==> config.mk <==
export PLATFORM = sky130hd
export DESIGN_NAME = onewire_rom_search_unit
export DESIGN_NICKNAME = d
export VERILOG_FILES = /design/src/sv/orss_pkg.sv /design/src/sv/orss_step.sv /design/src/sv/orss_res_fifo.sv /design/src/sv/onewire_rom_search_unit.sv
export SDC_FILE = /design/constraint.sdc
export NUM_CORES = 1
export LEC_CHECK = 0
export BUFFER_PORTS_ARGS = -buffer_cell sky130_fd_sc_hd__buf_2
export CAP_MARGIN = 20
export CORE_MARGIN = 3
export CORE_UTILIZATION = 45
export CTS_CLUSTER_SIZE = 8
export DETAILED_ROUTE_END_ITERATION = 10
export PLACE_DENSITY_LB_ADDON = 0.15
export SLEW_MARGIN = 10
export SYNTH_ARGS = -nofsm -noshare
export SYNTH_HDL_FRONTEND = slang
export SYNTH_SLANG_ARGS = --single-unit
==> constraint.sdc <==
create_clock -name clk_i -period 6.45 [get_ports clk_i]
set_input_delay 0.645 -clock clk_i [delete_from_list [all_inputs] [get_ports clk_i]]
set_output_delay 0.645 -clock clk_i [all_outputs]
set_load 0.005 [all_outputs]
==> src/sv/orss_pkg.sv <==
`timescale 1ns / 1ps
// Shared types and constants of the 1-Wire ROM search unit.
package orss_pkg;

  typedef enum logic [2:0] {
    REQ_FIRST  = 3'd0,
    REQ_NEXT   = 3'd1,
    REQ_VERIFY = 3'd2,
    REQ_TARGET = 3'd3,
    REQ_SKIP   = 3'd4,
    REQ_BIT    = 3'd5
  } req_e;

  typedef enum logic [2:0] {
    KIND_CMD   = 3'd0,
    KIND_DIR   = 3'd1,
    KIND_FIN   = 3'd2,
    KIND_SETUP = 3'd3,
    KIND_IGN   = 3'd4
  } kind_e;

  // Discrepancy value that forces the search to follow the stored ROM.
  localparam logic [6:0] DiscAll    = 7'd64;
  // Bit position after the sixty-fourth bit.
  localparam logic [6:0] RomEnd     = 7'd65;
  // Positions below this lie in the family byte.
  localparam logic [6:0] FamLimit   = 7'd9;
  // Reflected Dallas CRC-8 polynomial.
  localparam logic [7:0] CrcPoly    = 8'h8C;

  typedef struct packed {
    logic [2:0] req_type;
    logic       bus_level;
    logic       id_bit;
    logic       cmp_bit;
    logic [7:0] fam_byte;
  } req_t;

  typedef struct packed {
    logic [2:0]  out_kind;
    logic        direction_bit;
    logic        found;
    logic [63:0] rom_number;
    logic        last;
  } res_t;

  typedef struct packed {
    logic [63:0] rom_id;
    logic [6:0]  last_disc;
    logic        last_dev;
    logic [3:0]  last_fam;
    logic [6:0]  bit_pos;
    logic [6:0]  zero_pos;
    logic [7:0]  crc;
    logic        searching;
    logic        verifying;
  } state_t;

  typedef struct packed {
    logic [63:0] rom;
    logic [6:0]  disc;
    logic        dev;
    logic [3:0]  fam;
  } saved_t;

endpackage

==> src/sv/orss_step.sv <==
`timescale 1ns / 1ps
// Combinational next-state and result logic for one search item.
module orss_step (
  input  orss_pkg::req_t   req_i,
  input  orss_pkg::state_t cur_i,
  input  orss_pkg::saved_t sav_i,
  output orss_pkg::state_t nxt_o,
  output orss_pkg::saved_t sav_o,
  output orss_pkg::res_t   res0_o,
  output orss_pkg::res_t   res1_o,
  output logic             two_o
);

  function automatic logic [7:0] crc_byte(input logic [7:0] crc, input logic [7:0] v);
    logic [7:0] c;
    c = crc ^ v;
    for (int i = 0; i < 8; i++) begin
      c = c[0] ? ((c >> 1) ^ orss_pkg::CrcPoly) : (c >> 1);
    end
    return c;
  endfunction

  orss_pkg::state_t nxt;
  orss_pkg::saved_t sav;
  orss_pkg::res_t   r0;
  orss_pkg::res_t   r1;
  orss_pkg::res_t   fin;
  logic             two;
  logic             do_fin;
  logic             do_start;
  logic             fin_ok;
  logic             dir;
  logic [5:0]       idx;

  always_comb begin
    nxt      = cur_i;
    sav      = sav_i;
    two      = 1'b0;
    do_fin   = 1'b0;
    do_start = 1'b0;
    fin_ok   = 1'b0;
    dir      = 1'b0;
    idx      = 6'(cur_i.bit_pos - 7'd1);
    r0       = '{out_kind: orss_pkg::KIND_IGN, direction_bit: 1'b0, found: 1'b0,
                 rom_number: cur_i.rom_id, last: 1'b1};
    r1       = r0;
    fin      = r0;

    if (cur_i.searching) begin
      if (req_i.req_type != orss_pkg::REQ_BIT) begin
        r0.out_kind = orss_pkg::KIND_IGN;
      end else if (req_i.id_bit && req_i.cmp_bit) begin
        // Nobody answered in this slot.
        do_fin = 1'b1;
      end else begin
        if (req_i.id_bit != req_i.cmp_bit) begin
          dir = req_i.id_bit;
        end else begin
          if (cur_i.bit_pos < cur_i.last_disc) begin
            dir = cur_i.rom_id[idx];
          end else begin
            dir = (cur_i.bit_pos == cur_i.last_disc);
          end
          if (!dir) begin
            nxt.zero_pos = cur_i.bit_pos;
            if (cur_i.bit_pos < orss_pkg::FamLimit) begin
              nxt.last_fam = cur_i.bit_pos[3:0];
            end
          end
        end
        nxt.rom_id[idx] = dir;
        nxt.bit_pos     = cur_i.bit_pos + 7'd1;
        if (idx[2:0] == 3'd7) begin
          nxt.crc = crc_byte(cur_i.crc, nxt.rom_id[{idx[5:3], 3'b000} +: 8]);
        end
        r0.out_kind      = orss_pkg::KIND_DIR;
        r0.direction_bit = dir;
        r0.rom_number    = nxt.rom_id;
        if (nxt.bit_pos >= orss_pkg::RomEnd) begin
          two     = 1'b1;
          do_fin  = 1'b1;
          fin_ok  = (nxt.crc == 8'd0);
          r0.last = 1'b0;
        end
      end
    end else begin
      case (req_i.req_type)
        orss_pkg::REQ_FIRST: begin
          nxt.last_disc = '0;
          nxt.last_dev  = 1'b0;
          nxt.last_fam  = '0;
          do_start      = 1'b1;
        end
        orss_pkg::REQ_NEXT: begin
          do_start = 1'b1;
        end
        orss_pkg::REQ_VERIFY: begin
          sav.rom       = cur_i.rom_id;
          sav.disc      = cur_i.last_disc;
          sav.dev       = cur_i.last_dev;
          sav.fam       = cur_i.last_fam;
          nxt.last_disc = orss_pkg::DiscAll;
          nxt.last_dev  = 1'b0;
          nxt.verifying = 1'b1;
          do_start      = 1'b1;
        end
        orss_pkg::REQ_TARGET: begin
          nxt.rom_id    = {56'd0, req_i.fam_byte};
          nxt.last_disc = orss_pkg::DiscAll;
          nxt.last_fam  = '0;
          nxt.last_dev  = 1'b0;
          r0.out_kind   = orss_pkg::KIND_SETUP;
          r0.rom_number = nxt.rom_id;
        end
        orss_pkg::REQ_SKIP: begin
          nxt.last_disc = {3'd0, cur_i.last_fam};
          nxt.last_fam  = '0;
          if (cur_i.last_fam == 4'd0) begin
            nxt.last_dev = 1'b1;
          end
          r0.out_kind = orss_pkg::KIND_SETUP;
        end
        default: begin
          r0.out_kind = orss_pkg::KIND_IGN;
        end
      endcase
    end

    if (do_start) begin
      nxt.bit_pos  = 7'd1;
      nxt.zero_pos = '0;
      nxt.crc      = '0;
      if (nxt.last_dev) begin
        do_fin = 1'b1;
      end else if (!req_i.bus_level) begin
        nxt.last_disc = '0;
        nxt.last_dev  = 1'b0;
        nxt.last_fam  = '0;
        do_fin        = 1'b1;
      end else begin
        nxt.searching = 1'b1;
        r0.out_kind   = orss_pkg::KIND_CMD;
        r0.rom_number = nxt.rom_id;
      end
    end

    if (do_fin) begin
      if (fin_ok) begin
        nxt.last_disc = nxt.zero_pos;
        if (nxt.zero_pos == 7'd0) begin
          nxt.last_dev = 1'b1;
        end
      end
      // A bad CRC or an empty family byte counts as a failed search.
      if (!fin_ok || nxt.rom_id[7:0] == 8'd0) begin
        nxt.last_disc = '0;
        nxt.last_dev  = 1'b0;
        nxt.last_fam  = '0;
        fin_ok        = 1'b0;
      end
      if (nxt.verifying) begin
        fin_ok        = fin_ok && (nxt.rom_id == sav.rom);
        nxt.rom_id    = sav.rom;
        nxt.last_disc = sav.disc;
        nxt.last_dev  = sav.dev;
        nxt.last_fam  = sav.fam;
      end
      nxt.searching = 1'b0;
      nxt.verifying = 1'b0;
      fin = '{out_kind: orss_pkg::KIND_FIN, direction_bit: 1'b0, found: fin_ok,
              rom_number: nxt.rom_id, last: 1'b1};
      if (two) begin
        r1 = fin;
      end else begin
        r0 = fin;
      end
    end
  end

  assign nxt_o  = nxt;
  assign sav_o  = sav;
  assign res0_o = r0;
  assign res1_o = r1;
  assign two_o  = two;

endmodule

==> src/sv/orss_res_fifo.sv <==
`timescale 1ns / 1ps
// Result queue that takes one or two items per cycle and gives one.
module orss_res_fifo #(
  parameter int unsigned Depth = 4
) (
  input  logic           clk_i,
  input  logic           rst_ni,
  input  logic           push_i,
  input  logic           push2_i,
  input  orss_pkg::res_t data0_i,
  input  orss_pkg::res_t data1_i,
  input  logic           pop_i,
  output logic           room_o,
  output logic           valid_o,
  output orss_pkg::res_t head_o
);

  localparam int unsigned PtrW = (Depth > 1) ? $clog2(Depth) : 1;
  localparam int unsigned CntW = $clog2(Depth + 1);

  function automatic logic [PtrW-1:0] ptr_inc(input logic [PtrW-1:0] p);
    return (p == PtrW'(Depth - 1)) ? '0 : p + 1'b1;
  endfunction

  orss_pkg::res_t  mem_q [Depth];
  logic [PtrW-1:0] wr_q, wr_d, rd_q, rd_d, wr_nx;
  logic [CntW-1:0] cnt_q, cnt_d;

  assign wr_nx = ptr_inc(wr_q);

  always_comb begin
    wr_d  = wr_q;
    rd_d  = rd_q;
    if (push2_i) begin
      wr_d = ptr_inc(wr_nx);
    end else if (push_i) begin
      wr_d = wr_nx;
    end
    if (pop_i) begin
      rd_d = ptr_inc(rd_q);
    end
    cnt_d = cnt_q + CntW'(push_i) + CntW'(push2_i) - CntW'(pop_i);
  end

  always_ff @(posedge clk_i or negedge rst_ni) begin
    if (!rst_ni) begin
      wr_q  <= '0;
      rd_q  <= '0;
      cnt_q <= '0;
    end else begin
      wr_q  <= wr_d;
      rd_q  <= rd_d;
      cnt_q <= cnt_d;
    end
  end

  always_ff @(posedge clk_i) begin
    if (push_i) begin
      mem_q[wr_q] <= data0_i;
    end
    if (push2_i) begin
      mem_q[wr_nx] <= data1_i;
    end
  end

  // Room is kept for a full pair so that a finishing bit never overflows.
  assign room_o  = (cnt_q <= CntW'(Depth - 2));
  assign valid_o = (cnt_q != '0);
  assign head_o  = mem_q[rd_q];

endmodule

==> src/sv/onewire_rom_search_unit.sv <==
`timescale 1ns / 1ps
// 1-Wire ROM search unit: request and bit-pair items in, bus actions and results out.
//
// The input channel carries one request item per handshake: a search command
// (first, next, verify), a family setup (target, skip) or, while a search runs,
// one id/complement bit pair. The output channel returns one result item per
// request, or two for the sixty-fourth bit pair (the direction bit and then the
// finish item); the last result of each request has last set.
// An accepted item sits in the input register while the step logic works it;
// its results are written into a result queue of ResDepth entries once the
// queue has room for a pair, and the input register is then free for the next item.
// Throughput is one item per cycle while the queue has room for a pair; it is set
// by the combinational step logic and by the queue, which must hold room for a
// pair of results before an item is worked.
// Reset clears the search state: ROM number zero, no discrepancy, bit position
// one, no search running, and empties the queue.
// When the receiver stalls, the head result holds and the queue fills; once it
// has no room for a pair the input register holds its item and the input
// stall is raised.
module onewire_rom_search_unit #(
  parameter int unsigned ResDepth = 4
) (
  input  logic           clk_i,
  input  logic           rst_ni,
  input  logic           in_valid_i,
  output logic           in_stall_o,
  input  orss_pkg::req_t in_item_i,
  output logic           out_valid_o,
  input  logic           out_stall_i,
  output orss_pkg::res_t out_item_o
);

  logic             in_vld_q, in_vld_d;
  orss_pkg::req_t   in_item_q;
  orss_pkg::state_t state_q, state_d;
  orss_pkg::saved_t saved_q, saved_d;
  orss_pkg::res_t   res0, res1;
  logic             step_two;
  logic             room;
  logic             proceed;
  logic             in_take;
  logic             pop;

  assign proceed    = in_vld_q && room;
  assign in_stall_o = in_vld_q && !room;
  assign in_take    = in_valid_i && !in_stall_o;
  assign in_vld_d   = in_take || (in_vld_q && !proceed);
  assign pop        = out_valid_o && !out_stall_i;

  orss_step u_step (
    .req_i  (in_item_q),
    .cur_i  (state_q),
    .sav_i  (saved_q),
    .nxt_o  (state_d),
    .sav_o  (saved_d),
    .res0_o (res0),
    .res1_o (res1),
    .two_o  (step_two)
  );

  orss_res_fifo #(
    .Depth (ResDepth)
  ) u_fifo (
    .clk_i   (clk_i),
    .rst_ni  (rst_ni),
    .push_i  (proceed),
    .push2_i (proceed && step_two),
    .data0_i (res0),
    .data1_i (res1),
    .pop_i   (pop),
    .room_o  (room),
    .valid_o (out_valid_o),
    .head_o  (out_item_o)
  );

  always_ff @(posedge clk_i or negedge rst_ni) begin
    if (!rst_ni) begin
      in_vld_q <= 1'b0;
      state_q  <= '{rom_id: '0, last_disc: '0, last_dev: 1'b0, last_fam: '0,
                   bit_pos: 7'd1, zero_pos: '0, crc: '0, searching: 1'b0,
                   verifying: 1'b0};
    end else begin
      in_vld_q <= in_vld_d;
      if (proceed) begin
        state_q <= state_d;
      end
    end
  end

  // Saved copies are always written at a verify start before they are read.
  always_ff @(posedge clk_i) begin
    if (in_take) begin
      in_item_q <= in_item_i;
    end
    if (proceed) begin
      saved_q <= saved_d;
    end
  end

  a_pair_order: assert property (@(posedge clk_i) disable iff (!rst_ni)
    (proceed && step_two) |->
      (res0.out_kind == orss_pkg::KIND_DIR && !res0.last &&
       res1.out_kind == orss_pkg::KIND_FIN && res1.last))
    else $error("two-result item is not a direction bit followed by finish");

  a_fin_stops: assert property (@(posedge clk_i) disable iff (!rst_ni)
    (proceed && ((res0.out_kind == orss_pkg::KIND_FIN) || step_two)) |=>
      (!state_q.searching && !state_q.verifying))
    else $error("search still running after a finish item");

  a_pos_range: assert property (@(posedge clk_i) disable iff (!rst_ni)
    (state_q.bit_pos >= 7'd1) && (state_q.bit_pos <= orss_pkg::RomEnd))
    else $error("bit position out of range");

  a_verify_in_search: assert property (@(posedge clk_i) disable iff (!rst_ni)
    state_q.verifying |-> state_q.searching)
    else $error("verify flag set without a running search");

endmodule

==> results.yml <==
synthesis:
  synth_edf_count: 358
  yosysSeqAreaShare: 0.470
  yosysWarnings: 0
  synth_top_cell_by_area: "edfxtp_1"
  synthTopCellsByArea: "edfxtp_1 (37%), dfrtp_1 (9.2%), mux4_2 (6.0%), o22ai_1 (5.8%), nand2_1 (5.3%)"
  syn_nets: 2993
  syn_avg_cell_area_um2: 9.85
  ys_types: 103
  synth-seq-cells: 478
  synthesis.area_um2: 29100
  synth_mux_area_frac: 0.0882
  yosys.area_share.simple: 0.123
  synth_most_common_cell: "nand2_1"
  synth-adder-area-share: 0.00954
  synth_top_area_share: 0.369
  ys.flop_type: "edfxtp_1"
  synthArstFlopShare: 0.226
  synth_xor_area_frac: 0.0259
  synth_compound_area_frac: 0.236
  synth_top_family_by_area: "compound AO/OA/AOI/OAI gates"
  netlist_top_cells_count: "nand2_1 (410), edfxtp_1 (358), o21ai_0 (283)"
  synth_cells: 2954
worst_setup_path:
  cp.arrival_ns: 6.68
  required_ns: 6.91
  cp-start-kind: "flip-flop"
  slowest_stage: "nor2_1"
  critPathCaptureType: "flip-flop"
  cp_max_fo: 33
  crit_type: "reg2reg"
  crit_path_max_incr_delay_ns: 0.94
  crit_chain: "inv_1 -> buf_4 -> ha_1 -> buf_4 -> and2_1 -> nand2_1 -> nor2_1 -> nand2_1 -> a31oi_1 -> o41ai_1 -> buf_4 -> xnor2_1 -> nand4_1 -> or4_1 -> nor4_1 -> nand3_1 -> a211oi_2 -> nor2b_1"
  path_common_cell: "buf_4"
sta:
  fin_setup_tns_ns: 0
  relSlewSlack: 0.216
  max_freq_ghz: 0.161
  drv_slew: 0
  grt_setup_unrepaired: "false"
  timing.final.crit_share: 0.964
  setup_viol: 0
  tightest_slew_ns: 1.17
  finalWorstSetupSlack_ns: 0.232
  skew_ns: 0.0284
  hold_viol_final: 0
  period_needed_ns: 6.22
floorplan:
  die-area_um2: 67800
  rows: 92
  start_util: 0.458
  die_w_um: 260
  io_pins: 90
  core-area_um2: 63500
  die_h_um: 260
final_layout:
  drive_gt1_frac: 0.152
  layout.nets: 3040
  final_area_um2: 33100
  n_fill_cell: 5751
  syn_to_final_growth_pct: 13.7
power_and_ir_drop:
  power_density_nw_per_um2: 589
  p_total_uw: 19500
  p_leak_uw: 0.0116
  vdd_drop_max_mv: 0.523
clock_tree:
  htreeDepth: 3
  cts-root-buf: "clkbuf_16"
  cts_tree: "yes"
  clk_latency_ns: 0.63
  path_clk_slew_ns: 0.05
  cts_hold_buf: 0
  numCtsBuffers: 70
  clock_path_buffers: 3
  clock_sinks: 478
placed_design:
  hpwl_mm: 80.3
  placed_area_um2: 30900
  io_buffers: 89
  pre_cts_ws_ns: 0.470
  gp_congestion: 1.03
route:
  routed_wl_mm: 116
  via_count: 26200
  drc: 0
  ant_nets: 0
  vias_per_cell: 6.71
  first_iter_violations: 3249
  drtPass1Iterations: 7
  wl_per_cell_um: 29.6
global_routing:
  grt_max_degree: 91
  antenna_found_initial: 4
  first_global_vias: 25000
  overflow: 0
  track_usage: 0.337
  grt_pass1_wl_mm: 170
job:
  cap_violations: 0
outcome:
  outcome: "completed"
hold_path:
  hold_path_class: "in2async"
worst max-delay path, delay by kind of cell (launching register included):
kind | cells | cell delay (ns)
AND/OR/NAND/NOR | 9 | 3.23
XOR/XNOR | 1 | 0.45
buffers and inverters | 4 | 0.80
adder cells (fa/ha/maj) | 1 | 0.30
flip-flops | 1 | 0.52
AO/OA/AOI/OAI | 3 | 0.73
through the flow:
step                utilization  instances  hold WS [ns]
global placement          0.487       3773         0.433
finish                    0.521       3905         0.105
detailed placement        0.487       3773         0.444
floorplan                     -       2954         0.349
global route              0.521       3903         0.139
CTS                       0.520       3901         0.117
layout by cell type (no fill, tap or decap), types with 71 or more instances in the layout:
cell / instances
nand2_1: 403
edfxtp_1: 358
o21ai_0: 283
o22ai_1: 271
nor2_1: 170
a21oi_1: 156
buf_4: 131
dfrtp_1: 104
buf_2: 89
inv_1: 86
a211oi_1: 80
mux4_2: 77
mux2i_1: 73
clkbuf_16: 71
repair_timing:
item	CTS	global route
endpoints found under the setup margin	0	3
gates resized for setup	0	1
buffers inserted	0	0
flip-flops by register name, summed over array words and instances, names as in the netlist:
register      cells
in_vld_q          1
u_fifo.wr_q       2
state_q         100
u_fifo.rd_q       2
u_fifo.cnt_q      3
saved_q          76
in_item_q        14
u_fifo.mem_q    280
metal layers:
metal	track usage	up-vias	wire length, um
li1	-	11400	-
met1	0.473	13000	47700
met2	0.518	1485	52400
met3	0.0628	258	10800
met4	0.133	2	4880
met5	0	-	13
final cells by class:
class,count,area (um^2),area share
timing repair buffer,234,1700,0.0514
sequential,478,13700,0.414
tap,846,1060,0.0320
antenna,2,5.00,0.000151
inverter,88,333,0.0101
clock buffer,120,1980,0.0598
multi-input combinational,2129,14200,0.428
clock inverter,8,155,0.00469
cell families after synthesis:
kind of cell / count (synthesis)
compound gates: 1063
mux: 159
xor+xnor: 81
flops: 478
simple gates: 805
fa+ha+maj: 21
buf+inv: 347
path summary, 6_finish.rpt:
| kind | start | to | slack, ns | cells after the start |
|---|---|---|---|---|
| setup reg to reg | state_q[17] | u_fifo.mem_q[0][65] | 0.23 | 18 |
| hold reg to reg | u_fifo.mem_q[0][67] | u_fifo.mem_q[0][67] | 0.45 | 2 |
| setup / recovery | state_q[17] | u_fifo.mem_q[0][65] | 0.23 | 18 |
| max in group asynchronous | rst_ni | u_fifo.rd_q[0] | 4.84 | 2 |
| min in group clk_i | in_item_i[1] | in_item_q[1] | 0.20 | 1 |
| hold / removal | rst_ni | state_q[92] | 0.11 | 1 |
power breakdown:
group	leakage (uW)	internal [uW]	switching, uW	total [uW]
Combinational	0.00567	3550	7120	10700
Sequential	0.00490	4470	776	5250
Clock	0.00101	2110	1460	3570
Note: power is estimated with default switching activity, not from simulation.
